[src/hw/rtl/rle4_pkg.sv]
// ----------------------------------------------------------------------------
// rle4_pkg
// Shared types and constants of the RLE4 bitmap encoder.
// ----------------------------------------------------------------------------
package rle4_pkg;

    localparam int unsigned PIX_W       = 4;   // palette index
    localparam int unsigned BYTE_W      = 8;   // stream byte
    localparam int unsigned CFG_W       = 13;  // width/height registers
    localparam int unsigned CFG_IDX_W   = 1;   // register index
    localparam int unsigned QUEUE_DEPTH = 4;   // front-to-back command queue
    localparam int unsigned SLOT_N      = 8;   // bytes a command can expand to

    localparam logic [CFG_IDX_W-1:0] REG_IMAGE_WIDTH  = 1'b0;
    localparam logic [CFG_IDX_W-1:0] REG_IMAGE_HEIGHT = 1'b1;

    localparam logic [BYTE_W-1:0] ESC_BYTE = 8'h00;  // escape lead byte
    localparam logic [BYTE_W-1:0] EOL_CODE = 8'h00;  // end of line
    localparam logic [BYTE_W-1:0] EOI_CODE = 8'h01;  // end of bitmap

    // One classified pixel: optional closed run, optional row end tail.
    typedef struct packed {
        logic              has_a;   // run closed by a color change / max length
        logic [BYTE_W-1:0] cnt_a;
        logic [PIX_W-1:0]  clr_a;
        logic              eol;     // row ends: run b closed, then 0,0
        logic [BYTE_W-1:0] cnt_b;
        logic [PIX_W-1:0]  clr_b;
        logic              eoi;     // image ends: 0,1 after the row end
    } t_cmd;

endpackage : rle4_pkg

[src/hw/rtl/rle4_bitmap_encoder.sv]
// ----------------------------------------------------------------------------
// rle4_bitmap_encoder
// RLE4 encoded-mode stream encoder for 4-bit palette pixels.
// ----------------------------------------------------------------------------
// Throughput: one pixel per cycle while the command queue has room; the
//   output side sends one byte per cycle unless stalled, so runs of short
//   runs back up. A pixel's results pass the queue, the back-end command
//   load and the back-end output register before the first byte shows.
// Reset: synchronous, active low; run state, counters and queue empty,
//   width and height return to 64.
//
// Structure:
//   front  - takes a pixel every cycle unless stalled, keeps the open run
//            and the column/row position, and for a pixel that closes a
//            run or a row writes one command: an optional closed run, and
//            for a row end the last run plus 0,0 and, at image end, 0,1.
//   queue  - QUEUE_DEPTH commands; the front stalls only when it is full.
//   back   - walks a command's byte mask lowest slot first, one byte a
//            cycle unless stalled, into the output register, last set on the final byte.
// ----------------------------------------------------------------------------
module rle4_bitmap_encoder import rle4_pkg::*; #(
    parameter int unsigned MAX_WIDTH  = 4096,
    parameter int unsigned MAX_HEIGHT = 4096,
    parameter int unsigned MAX_RUN    = 255
) (
    input  logic                 i_clk,
    input  logic                 i_rst_n,
    // configuration writes
    input  logic                 i_cfg_we,
    input  logic [CFG_IDX_W-1:0] i_cfg_idx,
    input  logic [CFG_W-1:0]     i_cfg_data,
    // pixel items in
    input  logic                 i_pixel_valid,
    output logic                 o_pixel_stall,
    input  logic [PIX_W-1:0]     i_pixel,
    // byte items out
    output logic                 o_byte_valid,
    input  logic                 i_byte_stall,
    output logic [BYTE_W-1:0]    o_out_byte,
    output logic                 o_last
);

    logic [CFG_W-1:0] r_image_width;
    logic [CFG_W-1:0] r_image_height;

    t_cmd push_cmd, head_cmd;
    logic push, pop, q_full, q_empty;

    // size registers; the front clamps them to the legal range
    always_ff @(posedge i_clk) begin
        if (!i_rst_n) begin
            r_image_width  <= CFG_W'(64);
            r_image_height <= CFG_W'(64);
        end else if (i_cfg_we) begin
            unique case (i_cfg_idx)
                REG_IMAGE_WIDTH:  r_image_width  <= i_cfg_data;
                REG_IMAGE_HEIGHT: r_image_height <= i_cfg_data;
                default: ;
            endcase
        end
    end

    rle4_front #(
        .MAX_WIDTH  (MAX_WIDTH),
        .MAX_HEIGHT (MAX_HEIGHT),
        .MAX_RUN    (MAX_RUN)
    ) u_front (
        .i_clk    (i_clk),
        .i_rst_n  (i_rst_n),
        .i_width  (r_image_width),
        .i_height (r_image_height),
        .i_valid  (i_pixel_valid),
        .i_pixel  (i_pixel),
        .o_stall  (o_pixel_stall),
        .i_full   (q_full),
        .o_push   (push),
        .o_cmd    (push_cmd)
    );

    rle4_queue u_queue (
        .i_clk   (i_clk),
        .i_rst_n (i_rst_n),
        .i_push  (push),
        .i_data  (push_cmd),
        .o_full  (q_full),
        .i_pop   (pop),
        .o_data  (head_cmd),
        .o_empty (q_empty)
    );

    rle4_back u_back (
        .i_clk   (i_clk),
        .i_rst_n (i_rst_n),
        .i_cmd   (head_cmd),
        .i_empty (q_empty),
        .o_pop   (pop),
        .o_valid (o_byte_valid),
        .o_byte  (o_out_byte),
        .o_last  (o_last),
        .i_stall (i_byte_stall)
    );

endmodule : rle4_bitmap_encoder

[src/hw/rtl/rle4_queue.sv]
// ----------------------------------------------------------------------------
// rle4_queue
// Small register FIFO of run commands between front and back.
// ----------------------------------------------------------------------------
module rle4_queue import rle4_pkg::*; (
    input  logic i_clk,
    input  logic i_rst_n,
    input  logic i_push,
    input  t_cmd i_data,
    output logic o_full,
    input  logic i_pop,
    output t_cmd o_data,
    output logic o_empty
);

    localparam int unsigned AW = $clog2(QUEUE_DEPTH);

    t_cmd              r_mem [QUEUE_DEPTH];
    logic [AW-1:0]     r_wr_ptr;
    logic [AW-1:0]     r_rd_ptr;
    logic [AW:0]       r_count;
    logic              do_push;
    logic              do_pop;

    assign o_full  = (r_count == (AW+1)'(QUEUE_DEPTH));
    assign o_empty = (r_count == '0);
    assign do_push = i_push && !o_full;
    assign do_pop  = i_pop && !o_empty;
    assign o_data  = r_mem[r_rd_ptr];

    always_ff @(posedge i_clk) begin
        if (!i_rst_n) begin
            r_wr_ptr <= '0;
            r_rd_ptr <= '0;
            r_count  <= '0;
        end else begin
            if (do_push) begin
                r_wr_ptr <= r_wr_ptr + AW'(1);
            end
            if (do_pop) begin
                r_rd_ptr <= r_rd_ptr + AW'(1);
            end
            if (do_push && !do_pop) begin
                r_count <= r_count + (AW+1)'(1);
            end else if (do_pop && !do_push) begin
                r_count <= r_count - (AW+1)'(1);
            end
        end
    end

    always_ff @(posedge i_clk) begin
        if (do_push) begin
            r_mem[r_wr_ptr] <= i_data;
        end
    end

endmodule : rle4_queue

[src/hw/rtl/rle4_front.sv]
// ----------------------------------------------------------------------------
// rle4_front
// Accepts pixels, tracks the open run and row/column position, and turns
// each pixel that closes something into one command for the queue.
// ----------------------------------------------------------------------------
module rle4_front import rle4_pkg::*; #(
    parameter int unsigned MAX_WIDTH  = 4096,
    parameter int unsigned MAX_HEIGHT = 4096,
    parameter int unsigned MAX_RUN    = 255
) (
    input  logic             i_clk,
    input  logic             i_rst_n,
    input  logic [CFG_W-1:0] i_width,
    input  logic [CFG_W-1:0] i_height,
    input  logic             i_valid,
    input  logic [PIX_W-1:0] i_pixel,
    output logic             o_stall,
    input  logic             i_full,
    output logic             o_push,
    output t_cmd             o_cmd
);

    localparam int unsigned CW  = $clog2(MAX_WIDTH);
    localparam int unsigned HW  = $clog2(MAX_HEIGHT);
    localparam int unsigned RW  = $clog2(MAX_RUN + 1);
    localparam int unsigned WCW = ($clog2(MAX_WIDTH + 1) > CFG_W) ?
                                  $clog2(MAX_WIDTH + 1) : CFG_W;
    localparam int unsigned HCW = ($clog2(MAX_HEIGHT + 1) > CFG_W) ?
                                  $clog2(MAX_HEIGHT + 1) : CFG_W;

    logic [PIX_W-1:0] r_run_color;
    logic [RW-1:0]    r_run_len;
    logic [CW-1:0]    r_col;
    logic [HW-1:0]    r_row;

    logic [WCW-1:0]   w_ext, w_eff, col_p1;
    logic [HCW-1:0]   h_ext, h_eff, row_p1;
    logic             cont, row_end, img_end, accept;
    logic [RW-1:0]    len1;

    // out-of-range sizes: zero acts as one, above max acts as max
    always_comb begin
        w_ext = WCW'(i_width);
        h_ext = HCW'(i_height);
        if (w_ext == '0) begin
            w_eff = WCW'(1);
        end else if (w_ext > WCW'(MAX_WIDTH)) begin
            w_eff = WCW'(MAX_WIDTH);
        end else begin
            w_eff = w_ext;
        end
        if (h_ext == '0) begin
            h_eff = HCW'(1);
        end else if (h_ext > HCW'(MAX_HEIGHT)) begin
            h_eff = HCW'(MAX_HEIGHT);
        end else begin
            h_eff = h_ext;
        end
    end

    assign col_p1  = WCW'(r_col) + WCW'(1);
    assign row_p1  = HCW'(r_row) + HCW'(1);
    assign row_end = (col_p1 >= w_eff);
    assign img_end = row_end && (row_p1 >= h_eff);

    assign cont = (r_run_len != '0) && (i_pixel == r_run_color) &&
                  (r_run_len < RW'(MAX_RUN));
    assign len1 = cont ? (r_run_len + RW'(1)) : RW'(1);

    always_comb begin
        o_cmd.has_a = !cont && (r_run_len != '0);
        o_cmd.cnt_a = BYTE_W'(r_run_len);
        o_cmd.clr_a = r_run_color;
        o_cmd.eol   = row_end;
        o_cmd.cnt_b = BYTE_W'(len1);
        o_cmd.clr_b = i_pixel;   // equals run color when the run goes on
        o_cmd.eoi   = img_end;
    end

    assign o_stall = i_full;
    assign accept  = i_valid && !i_full;
    assign o_push  = accept && (o_cmd.has_a || row_end);

    always_ff @(posedge i_clk) begin
        if (!i_rst_n) begin
            r_run_color <= '0;
            r_run_len   <= '0;
            r_col       <= '0;
            r_row       <= '0;
        end else if (accept) begin
            r_run_color <= i_pixel;
            if (row_end) begin
                r_run_len <= '0;
                r_col     <= '0;
                r_row     <= img_end ? '0 : row_p1[HW-1:0];
            end else begin
                r_run_len <= len1;
                r_col     <= col_p1[CW-1:0];
            end
        end
    end

endmodule : rle4_front

[src/hw/rtl/rle4_back.sv]
// ----------------------------------------------------------------------------
// rle4_back
// Expands queued commands into stream bytes, one per cycle while the
// output is not stalled, into an output register.
// ----------------------------------------------------------------------------
module rle4_back import rle4_pkg::*; (
    input  logic              i_clk,
    input  logic              i_rst_n,
    input  t_cmd              i_cmd,
    input  logic              i_empty,
    output logic              o_pop,
    output logic              o_valid,
    output logic [BYTE_W-1:0] o_byte,
    output logic              o_last,
    input  logic              i_stall
);

    t_cmd              r_cmd;
    logic [SLOT_N-1:0] r_mask;     // bytes still to send, slot 0 first
    logic              r_valid;
    logic [BYTE_W-1:0] r_byte;
    logic              r_last;

    logic              out_free, emit, mask_done;
    logic [SLOT_N-1:0] low, rest;
    logic [BYTE_W-1:0] slot_byte [SLOT_N];
    logic [BYTE_W-1:0] sel_byte;

    // slots: count a, pair a, count b, pair b, 0, 0, 0, 1
    always_comb begin
        slot_byte[0] = r_cmd.cnt_a;
        slot_byte[1] = {r_cmd.clr_a, r_cmd.clr_a};
        slot_byte[2] = r_cmd.cnt_b;
        slot_byte[3] = {r_cmd.clr_b, r_cmd.clr_b};
        slot_byte[4] = ESC_BYTE;
        slot_byte[5] = EOL_CODE;
        slot_byte[6] = ESC_BYTE;
        slot_byte[7] = EOI_CODE;
    end

    assign low  = r_mask & (~r_mask + SLOT_N'(1));
    assign rest = r_mask & ~low;

    always_comb begin
        sel_byte = '0;
        for (int i = 0; i < SLOT_N; i++) begin
            sel_byte = sel_byte | (slot_byte[i] & {BYTE_W{low[i]}});
        end
    end

    assign out_free  = !r_valid || !i_stall;
    assign emit      = out_free && (r_mask != '0);
    assign mask_done = (r_mask == '0) || (emit && (rest == '0));
    assign o_pop     = mask_done && !i_empty;

    always_ff @(posedge i_clk) begin
        if (!i_rst_n) begin
            r_mask  <= '0;
            r_valid <= 1'b0;
        end else begin
            if (o_pop) begin
                r_mask <= {i_cmd.eoi, i_cmd.eoi, i_cmd.eol, i_cmd.eol,
                           i_cmd.eol, i_cmd.eol, i_cmd.has_a, i_cmd.has_a};
            end else if (emit) begin
                r_mask <= rest;
            end
            if (emit) begin
                r_valid <= 1'b1;
            end else if (out_free) begin
                r_valid <= 1'b0;
            end
        end
    end

    always_ff @(posedge i_clk) begin
        if (o_pop) begin
            r_cmd <= i_cmd;
        end
        if (emit) begin
            r_byte <= sel_byte;
            r_last <= (rest == '0);
        end
    end

    assign o_valid = r_valid;
    assign o_byte  = r_byte;
    assign o_last  = r_last;

endmodule : rle4_back

[config.mk]
export PLATFORM = sky130hd
export DESIGN_NAME = rle4_bitmap_encoder
export DESIGN_NICKNAME = d
export VERILOG_FILES = /design/src/hw/rtl/rle4_pkg.sv /design/src/hw/rtl/rle4_bitmap_encoder.sv /design/src/hw/rtl/rle4_queue.sv /design/src/hw/rtl/rle4_front.sv /design/src/hw/rtl/rle4_back.sv
export SDC_FILE = /design/constraint.sdc
export NUM_CORES = 1
export LEC_CHECK = 0
export BUFFER_PORTS_ARGS = -buffer_cell sky130_fd_sc_hd__clkbuf_2
export CORE_AREA = 4 4 145 147
export CTS_CLUSTER_DIAMETER = 200
export DETAILED_ROUTE_END_ITERATION = 7
export DIE_AREA = 0 0 149 151
export PLACE_DENSITY = 0.74
export SKIP_LAST_GASP = 1
export SYNTH_ARGS = -nofsm -noshare
export SYNTH_HDL_FRONTEND = slang
export SYNTH_SLANG_ARGS = --single-unit
[constraint.sdc]
create_clock -name i_clk -period 11.3 [get_ports i_clk]
set_input_delay 0.565 -clock i_clk [delete_from_list [all_inputs] [get_ports i_clk]]
set_output_delay 0.565 -clock i_clk [all_outputs]
set_load 0.02 [all_outputs]
==> flow_summary.toml, run 1 <==
[finish]
most_common_library_cell_in_the_layout_ignoring_fill_and_taps = "sky130_fd_sc_hd__edfxtp_1"
synthToLayoutAreaGrowth_pct = 12.8
fillerInstances = 1671
layout_common_cells = "sky130_fd_sc_hd__edfxtp_1, sky130_fd_sc_hd__nand2_1, sky130_fd_sc_hd__dfxtp_1, sky130_fd_sc_hd__a21oi_1, sky130_fd_sc_hd__nor2_1"
design.final.nets = 903
drive_above_1_share_pct = 15.2
antenna_cells = 0

[pwr]
power_frac_seq_pct = 46.1
comb_power_share_pct = 20.7
pint_w = 0.00171
static-leakage-power_nw = 4.02
p_sw_w = 0.000691
peak_supply_drop_v = 0.000113
switching_share_pct = 28.8
clkPwrFrac_pct = 33.2
power_density_mw_per_mm2 = 217

[die]
io_pins = 34
fp.dieH_um = 151
num_rows = 52
die_area_mm2 = 0.0225
core-area_mm2 = 0.0199
die_x_um = 149
floorplan.initialDensity_pct = 49.2

[critical_path]
cp_max_fo = 5
criticalPathCategory = "reg2reg"
cp.required_ns = 11.73
crit_path_start_kind = "register"
critical_path.reg2reg.endpoint = "u_queue.r_count[2]"
worst_path_largest_cell_delay_ns = 0.43
setup.worst_path.end_class = "register"
slowest_stage_cell_cp = "sky130_fd_sc_hd__dfxtp_1"
critical_path.most_common_cell = "sky130_fd_sc_hd__ha_1"
timing.reg2reg.setup_slack_ns = 7.05
timing.critical_path.arrival_ns = 4.68
critPathLaunch = "u_front.r_col[0]"
r2r-start = "u_front.r_col[0]"
critical_path.cell_chain = "ha_1, nand3_1, nor2_1, and3_1, and3_1, xor2_1, ha_1, nand4_1, nor3_1, o31a_1, o41ai_2, inv_1, ha_1, inv_1, fa_1, xor2_1, or3_1, a21oi_1"
reg2regPathDepth = 18

[global_routing]
overall_global_routing_usage_pct = 16.4
first_global_vias = 6069
antenna_found_initial = 0
largest_net_degree_at_the_start_of_global_routing = 74
grt_pass1_wl_mm = 30.1
grt.overflow.total = 0

[sta]
share_of_the_clock_period_used_by_the_worst_path_after_layout_pct = 37.6
max_clock_skew_ns = 0.0137
max_clock_freq_ghz = 0.235
max-slew-margin-rel_pct = 25.3
hold_fails_final_rpt = 0
finalMaxSlewViolations = 0
unrepaired_setup_endpoints_after_global_routing = "false"
final_ws_setup_ns = 7.05
period_minus_slack_ns = 4.25
finalSetupViolations = 0
totalNegativeSetupSlack_ns = 0
worst_slew_pin_slew_ns = 1.12

[drt]
dr_total_vias = 6160
average_detailed_routed_wire_length_per_instance_um = 16.0
number_of_optimization_iterations_in_the_first_detailed_route_pass = 7
detail-route-antenna-nets = 0
detail_route.drc_violations = 0
via_per_inst = 5.44
wirelength_mm = 18.2
drt_iter0_markers = 408

[synthesis]
yosys-top-cells-area = "sky130_fd_sc_hd__edfxtp_1, sky130_fd_sc_hd__dfxtp_1, sky130_fd_sc_hd__mux4_2, sky130_fd_sc_hd__nand2_1, sky130_fd_sc_hd__ha_1"
yosys_register_bits = 221
synth_top_flop_cell = "sky130_fd_sc_hd__edfxtp_1"
netlist.top_cell.by_area = "sky130_fd_sc_hd__edfxtp_1"
async_flop_share_pct = 0
synth_seq_area_share_pct = 59.6
synth_instances = 812
synth_cell_types = 63
netlist_area_mm2 = 0.00979
ys_warn_count = 0
synth-edff-count = 141
fraction_of_synthesized_cell_area_taken_by_the_top_area_cell_type_pct = 43.3
synth_nets = 871
avgSynthCellArea_um2 = 12.1

[clock_tree]
cts_post_setup_buffers_inserted = 0
clock_tree.buffer_depth = 3
cts-resized-gates = 0
tritoncts_clock_tree = "done"
cts_htree_levels = 1
cts_hold_buffers = 0
clk-insertion-delay-late_ns = 0.51
cts_sinks = 221
clk_pin_slew_ns = 0.06
cts.root.buffer_cell = "sky130_fd_sc_hd__clkbuf_16"
numCtsBuffers = 24

[placed_design]
hpwl_mm = 11.9
gp_congestion = 0.785
place_ws_ns = 7.13
quantity_of_i_o_buffers_inserted_on_ports = 33

[min_path]
timing.hold.worst_endpoint = "r_image_width[7]"
hold_path_class = "in2reg"
holdPathStages = 3
holdCritStartpoint = "i_cfg_data[7]"

[outcome]
outcome = "completed"

[run]
drv.max_cap_violation_count = 0
[flip-flops by register name, indices dropped and copies added, names as in the netlist, 12 cells and up, named ones only]
name,flops
r_image_height,13
u_front.r_row,12
r_image_width,13
u_back.r_cmd,24
u_queue.r_mem,108
u_front.r_col,12
[logic make-up after synthesis]
group                    after synthesis  share of synthesized area, %
adder cells (fa/ha/maj)               37                          4.78
XOR/XNOR                              33                          2.95
flip-flops                           221                          59.6
multiplexers                          29                          6.42
buffers and inverters                 53                          2.28
AND/OR/NAND/NOR                      293                          13.9
AO/OA/AOI/OAI                        146                          10.0
[synthesized netlist by cell type (all sizes together) (9+ instances only)]
| cell | n |
|---|---|
| and2 | 9 |
| or3 | 17 |
| xor2 | 15 |
| o22ai | 13 |
| and3 | 9 |
| o21ai | 13 |
| a21oi | 61 |
| inv | 16 |
| buf | 10 |
| a21boi | 11 |
| nor3 | 14 |
| nor2 | 52 |
| edfxtp | 141 |
| nand3 | 19 |
| mux4 | 27 |
| dfxtp | 80 |
| nand2 | 139 |
| xnor2 | 18 |
| clkbuf | 26 |
| ha | 35 |
| a211o | 9 |
[power groups by stage]
stage	clock (W)	sequential (W)	combinational (W)
finish	0.000798	0.00111	0.000496
global route	0.000850	0.00113	0.000552
CTS	0.000815	0.00111	0.000503
detailed placement	0	0.00113	0.000500
global placement	0	0.00112	0.000488
floorplan	0	0.00110	0.000399
[worst max-delay path by stage]
stage	depth (start not counted)	slack, ns	end
6_report	18	7.05	u_queue.r_count[2]
5_1_grt	17	6.68	u_queue.r_count[2]
4_1_cts	18	7.07	u_queue.r_count[2]
3_5_place_dp	17	7.13	u_queue.r_count[2]
3_3_place_gp	17	7.22	u_queue.r_count[2]
2_1_floorplan	17	7.49	u_queue.r_count[2]
[stage by stage]
| step | hold WS (ns) | instance area [µm²] | instances | utilization (%) | total power (W) |
|---|---|---|---|---|---|
| after global placement | 0.458 | 10200 | 1088 | 51.2 | 0.00161 |
| final | 0.299 | 11000 | 1132 | 55.5 | 0.00240 |
| after floorplan | 0.436 | 9790 | 812 | - | 0.00150 |
| after detailed placement | 0.462 | 10200 | 1088 | 51.2 | 0.00163 |
| after global routing | 0.303 | 11000 | 1132 | 55.5 | 0.00253 |
| after CTS | 0.280 | 11000 | 1132 | 55.5 | 0.00243 |
[per-layer routing]
metal  global-route usage, %  share of wire [%]
met5                       0                  0
met4                    3.16                1.3
met3                    2.66                3.7
met2                    29.1                 51
met1                    21.6                 44
[worst max-delay path: cells and delay by family (launching register included)]
kind / cells / cell delay (ns)
adders and majority gates: 4 / 1.13
DFF: 1 / 0.43
buffers and inverters: 2 / 0.22
AOI/OAI and AO/OA: 3 / 0.61
and+or+nand+nor: 7 / 1.52
xor gates and xnor gates: 2 / 0.26
[final cells by class]
cell class	instances	area, µm²	area share [%]
Tap cell	270	338	3.06
Clock buffer	29	692	6.27
Clock inverter	15	148	1.34
Timing Repair Buffer	42	233	2.11
Multi-Input combinational cell	538	3730	33.8
Inverter	17	63.8	0.578
Sequential cell	221	5840	52.9
Note: power is estimated with default switching activity, not from simulation.
==> run 2: changes to the inputs <==
--- a/config.mk
+++ b/config.mk
@@ -5,12 +5,13 @@
 export SDC_FILE = /design/constraint.sdc
 export NUM_CORES = 1
 export LEC_CHECK = 0
+export ABC_AREA = 1
 export BUFFER_PORTS_ARGS = -buffer_cell sky130_fd_sc_hd__clkbuf_2
-export CORE_AREA = 4 4 145 147
+export CORE_AREA = 4 4 146 148
 export CTS_CLUSTER_DIAMETER = 200
 export DETAILED_ROUTE_END_ITERATION = 7
-export DIE_AREA = 0 0 149 151
-export PLACE_DENSITY = 0.74
+export DIE_AREA = 0 0 150 152
+export PLACE_DENSITY = 0.76
 export SKIP_LAST_GASP = 1
 export SYNTH_ARGS = -nofsm -noshare
 export SYNTH_HDL_FRONTEND = slang
==> constraint.sdc (replaced) <==
create_clock -name i_clk -period 3.65 [get_ports i_clk]
set_input_delay 0.1825 -clock i_clk [delete_from_list [all_inputs] [get_ports i_clk]]
set_output_delay 0.1825 -clock i_clk [all_outputs]
set_load 0.02 [all_outputs]
==> run 2 against run 1 <==
  * Non-clock buffer count rose by 26
  * First-iteration DRC count is 31% higher
  * Register-to-register slack got worse by 6.7 ns
  * Critical path type unchanged
  * Critical endpoint unchanged
  * Highest routed layer unchanged
==> flow_summary.toml, run 2 <==
[outcome]
outcome = "completed"

[critical_path]
critPathLaunch = "u_front.r_col[2]"
critical_path.most_common_cell = "sky130_fd_sc_hd__nor2_1"
timing.critical_path.arrival_ns = 3.75
slowest_stage_cell_cp = "sky130_fd_sc_hd__fa_1"
criticalPathCategory = "reg2reg"
cp.required_ns = 4.09
cp_max_fo = 4
worst_path_largest_cell_delay_ns = 0.39
timing.reg2reg.setup_slack_ns = 0.34
critical_path.cell_chain = "nand2_1, nor2_1, nand3_1, nor2_1, nand3_1, xor2_1, ha_1, nand4_1, nor3_2, nand2_1, nand3_2, o21ai_2, inv_1, ha_1, inv_1, fa_1, nor2_1, nor2_1, nand2_1, o21ai_1, a21oi_1"
reg2regPathDepth = 21
crit_path_start_kind = "register"
critical_path.reg2reg.endpoint = "u_queue.r_count[2]"
setup.worst_path.end_class = "register"
r2r-start = "u_front.r_col[2]"

[synthesis]
post-synth-top-count-cell = "sky130_fd_sc_hd__nor2_1"
fraction_of_synthesized_cell_area_taken_by_the_top_area_cell_type_pct = 43.0
netlist_top_cells_count = "sky130_fd_sc_hd__nor2_1, sky130_fd_sc_hd__nand2_1, sky130_fd_sc_hd__edfxtp_1"
netlist.top_cell.by_area = "sky130_fd_sc_hd__edfxtp_1"
synth_nets = 1108
avgSynthCellArea_um2 = 9.39
synth_top_flop_cell = "sky130_fd_sc_hd__edfxtp_1"
synth_instances = 1049
yosys-top-cells-area = "sky130_fd_sc_hd__edfxtp_1, sky130_fd_sc_hd__dfxtp_1, sky130_fd_sc_hd__nor2_1, sky130_fd_sc_hd__nand2_1, sky130_fd_sc_hd__o21ai_0"
ys_warn_count = 0
synth_seq_area_share_pct = 59.2
async_flop_share_pct = 0
yosys_register_bits = 221
netlist_area_mm2 = 0.00985
synth_cell_types = 40
synth-edff-count = 141

[drt]
drt_iter0_markers = 535
detail_route.drc_violations = 0
dr_total_vias = 7244
detail-route-antenna-nets = 0
via_per_inst = 5.20
number_of_optimization_iterations_in_the_first_detailed_route_pass = 5
average_detailed_routed_wire_length_per_instance_um = 14.3
wirelength_mm = 20.0

[clock_tree]
numCtsBuffers = 24
clock_tree.buffer_depth = 3
cts.root.buffer_cell = "sky130_fd_sc_hd__clkbuf_16"
clk_pin_slew_ns = 0.06
clk-insertion-delay-late_ns = 0.51
cts_htree_levels = 1
cts_sinks = 221
tritoncts_clock_tree = "done"

[global_routing]
largest_net_degree_at_the_start_of_global_routing = 55
grt_pass1_wl_mm = 33.1
first_global_vias = 6849
grt.overflow.total = 0
overall_global_routing_usage_pct = 17.4
antenna_found_initial = 0

[finish]
drive_above_1_share_pct = 10.1
synthToLayoutAreaGrowth_pct = 15.8
antenna_cells = 0
largest_register_ffs = 108
layout_common_cells = "sky130_fd_sc_hd__nor2_1, sky130_fd_sc_hd__nand2_1, sky130_fd_sc_hd__edfxtp_1, sky130_fd_sc_hd__o21ai_0, sky130_fd_sc_hd__inv_1"
design.final.nets = 1165
reg_top3 = "u_queue.r_mem (108), u_back.r_cmd (24)"
register_name_with_the_most_flops = "u_queue.r_mem"
most_common_library_cell_in_the_layout_ignoring_fill_and_taps = "sky130_fd_sc_hd__nor2_1"

[sta]
period_minus_slack_ns = 3.31
share_of_the_clock_period_used_by_the_worst_path_after_layout_pct = 90.7
max-slew-margin-rel_pct = 41.2
finalMaxSlewViolations = 0
max_clock_freq_ghz = 0.302
worst_hold_slack_across_all_endpoints_ns = 0.131
hold_fails_final_rpt = 0
finalSetupViolations = 0
max_clock_skew_ns = 0.0139
worst_slew_pin_slew_ns = 0.881

[min_path]
hold_path_class = "in2reg"
holdCritStartpoint = "i_cfg_idx"
holdPathStages = 4
timing.hold.worst_endpoint = "r_image_width[6]"

[run]
drv.max_cap_violation_count = 0

[die]
die_x_um = 150
io_pins = 34
fp.dieH_um = 152
core-area_mm2 = 0.0200
num_rows = 52
floorplan.initialDensity_pct = 49.2
die_area_mm2 = 0.0228

[pwr]
comb_power_share_pct = 24.2
switching_share_pct = 30.9
p_sw_w = 0.00242
clkPwrFrac_pct = 33.0
pint_w = 0.00542
power_frac_seq_pct = 42.8
peak_supply_drop_v = 0.000355
total_power_w = 0.00784
static-leakage-power_nw = 4.55
power_density_mw_per_mm2 = 687

[placed_design]
hpwl_mm = 13.1
gp_congestion = 0.864
quantity_of_i_o_buffers_inserted_on_ports = 33
[run 2: cell types whose count changed after synthesis, moves of 8 or more]
cell	change
sky130_fd_sc_hd__and2_1	-8
sky130_fd_sc_hd__nor2_1	+139
sky130_fd_sc_hd__inv_1	+76
sky130_fd_sc_hd__o21a_1	-8
sky130_fd_sc_hd__nand2_1	+48
sky130_fd_sc_hd__a21boi_0	-11
sky130_fd_sc_hd__nand3_1	+17
sky130_fd_sc_hd__o21ai_0	+82
sky130_fd_sc_hd__or3_1	-16
sky130_fd_sc_hd__mux4_2	-27
sky130_fd_sc_hd__a21oi_1	-20
sky130_fd_sc_hd__xnor2_1	-10
sky130_fd_sc_hd__a211o_1	-9
sky130_fd_sc_hd__o22ai_1	+14
[run 2: cells by family (layout without fill, tap and decap cells)]
kind of cell	after synthesis	after routing	synth area share [%]
and+or+nand+nor	460	460	19.3
DFF	221	221	59.2
AOI/OAI and AO/OA	176	176	9.69
buffers and inverters	135	210	5.31
adders and majority gates	36	36	4.65
xor gates and xnor gates	21	21	1.87
[run 2: final cells by class]
| class | instances | area, µm² |
|---|---|---|
| Clock buffer | 35 | 713 |
| Multi-Input combinational cell | 693 | 3530 |
| Fill cell | 1731 | 8630 |
| Sequential cell | 221 | 5840 |
| Clock inverter | 9 | 151 |
| Timing Repair Buffer | 68 | 473 |
| Tap cell | 270 | 338 |
| Inverter | 98 | 368 |
[run 2: critical path, delay by kind of cell, from the launching register on]
family | cells | cell delay, ns
buffers and inverters | 2 | 0.15
DFF | 1 | 0.37
adders and majority gates | 3 | 0.83
AOI/OAI and AO/OA | 3 | 0.27
xor gates and xnor gates | 1 | 0.17
and+or+nand+nor | 12 | 1.45
[run 2: how the worst max path moves through the flow]
| stage | end | slack (ns) | cells after the start |
|---|---|---|---|
| after floorplan | u_queue.r_mem[0][0] | 0.03 | 13 |
| after global placement | u_queue.r_count[1] | 0.43 | 18 |
| after CTS | u_queue.r_count[1] | 0.23 | 19 |
| after detailed placement | u_queue.r_count[1] | 0.26 | 19 |
| final | u_queue.r_count[2] | 0.34 | 21 |
| after global routing | u_queue.r_count[2] | -0.01 | 22 |
[run 2: power groups by stage]
stage | Clock [W] | Combinational, W | Sequential, W
2_1_floorplan | 0 | 0.00132 | 0.00343
3_3_place_gp | 0 | 0.00182 | 0.00339
3_5_place_dp | 0 | 0.00187 | 0.00340
4_1_cts | 0.00263 | 0.00191 | 0.00336
5_1_grt | 0.00273 | 0.00215 | 0.00340
6_report | 0.00259 | 0.00190 | 0.00336
[run 2: layer usage]
metal / part of all wire (%) / global-route usage (%) / wire (µm)
met1: 44 / 24.1 / 8860
met2: 48 / 29.1 / 9570
met3: 5.9 / 2.35 / 1170
met4: 1.9 / 4.58 / 384
met5: 0 / 0 / 0
[run 2: timing repair]
item	CTS	global route
setup endpoints to repair	0	2
resized for setup	0	7
hold endpoints to repair	41	0
hold buffers	18	0
setup buffers	0	1
[run 2: per-stage QoR]
step	std cells	utilization (%)	cell area (µm²)	worst slack [ns]	setup TNS [ns]
2_1_floorplan	1049	-	9850	0.0277	0
3_3_place_gp	1331	51.6	10300	0.431	0
3_5_place_dp	1331	51.6	10300	0.260	0
4_1_cts	1393	56.8	11400	0.228	0
5_1_grt	1394	56.9	11400	-0.0104	-0.0104
6_report	1394	56.9	11400	0.340	0
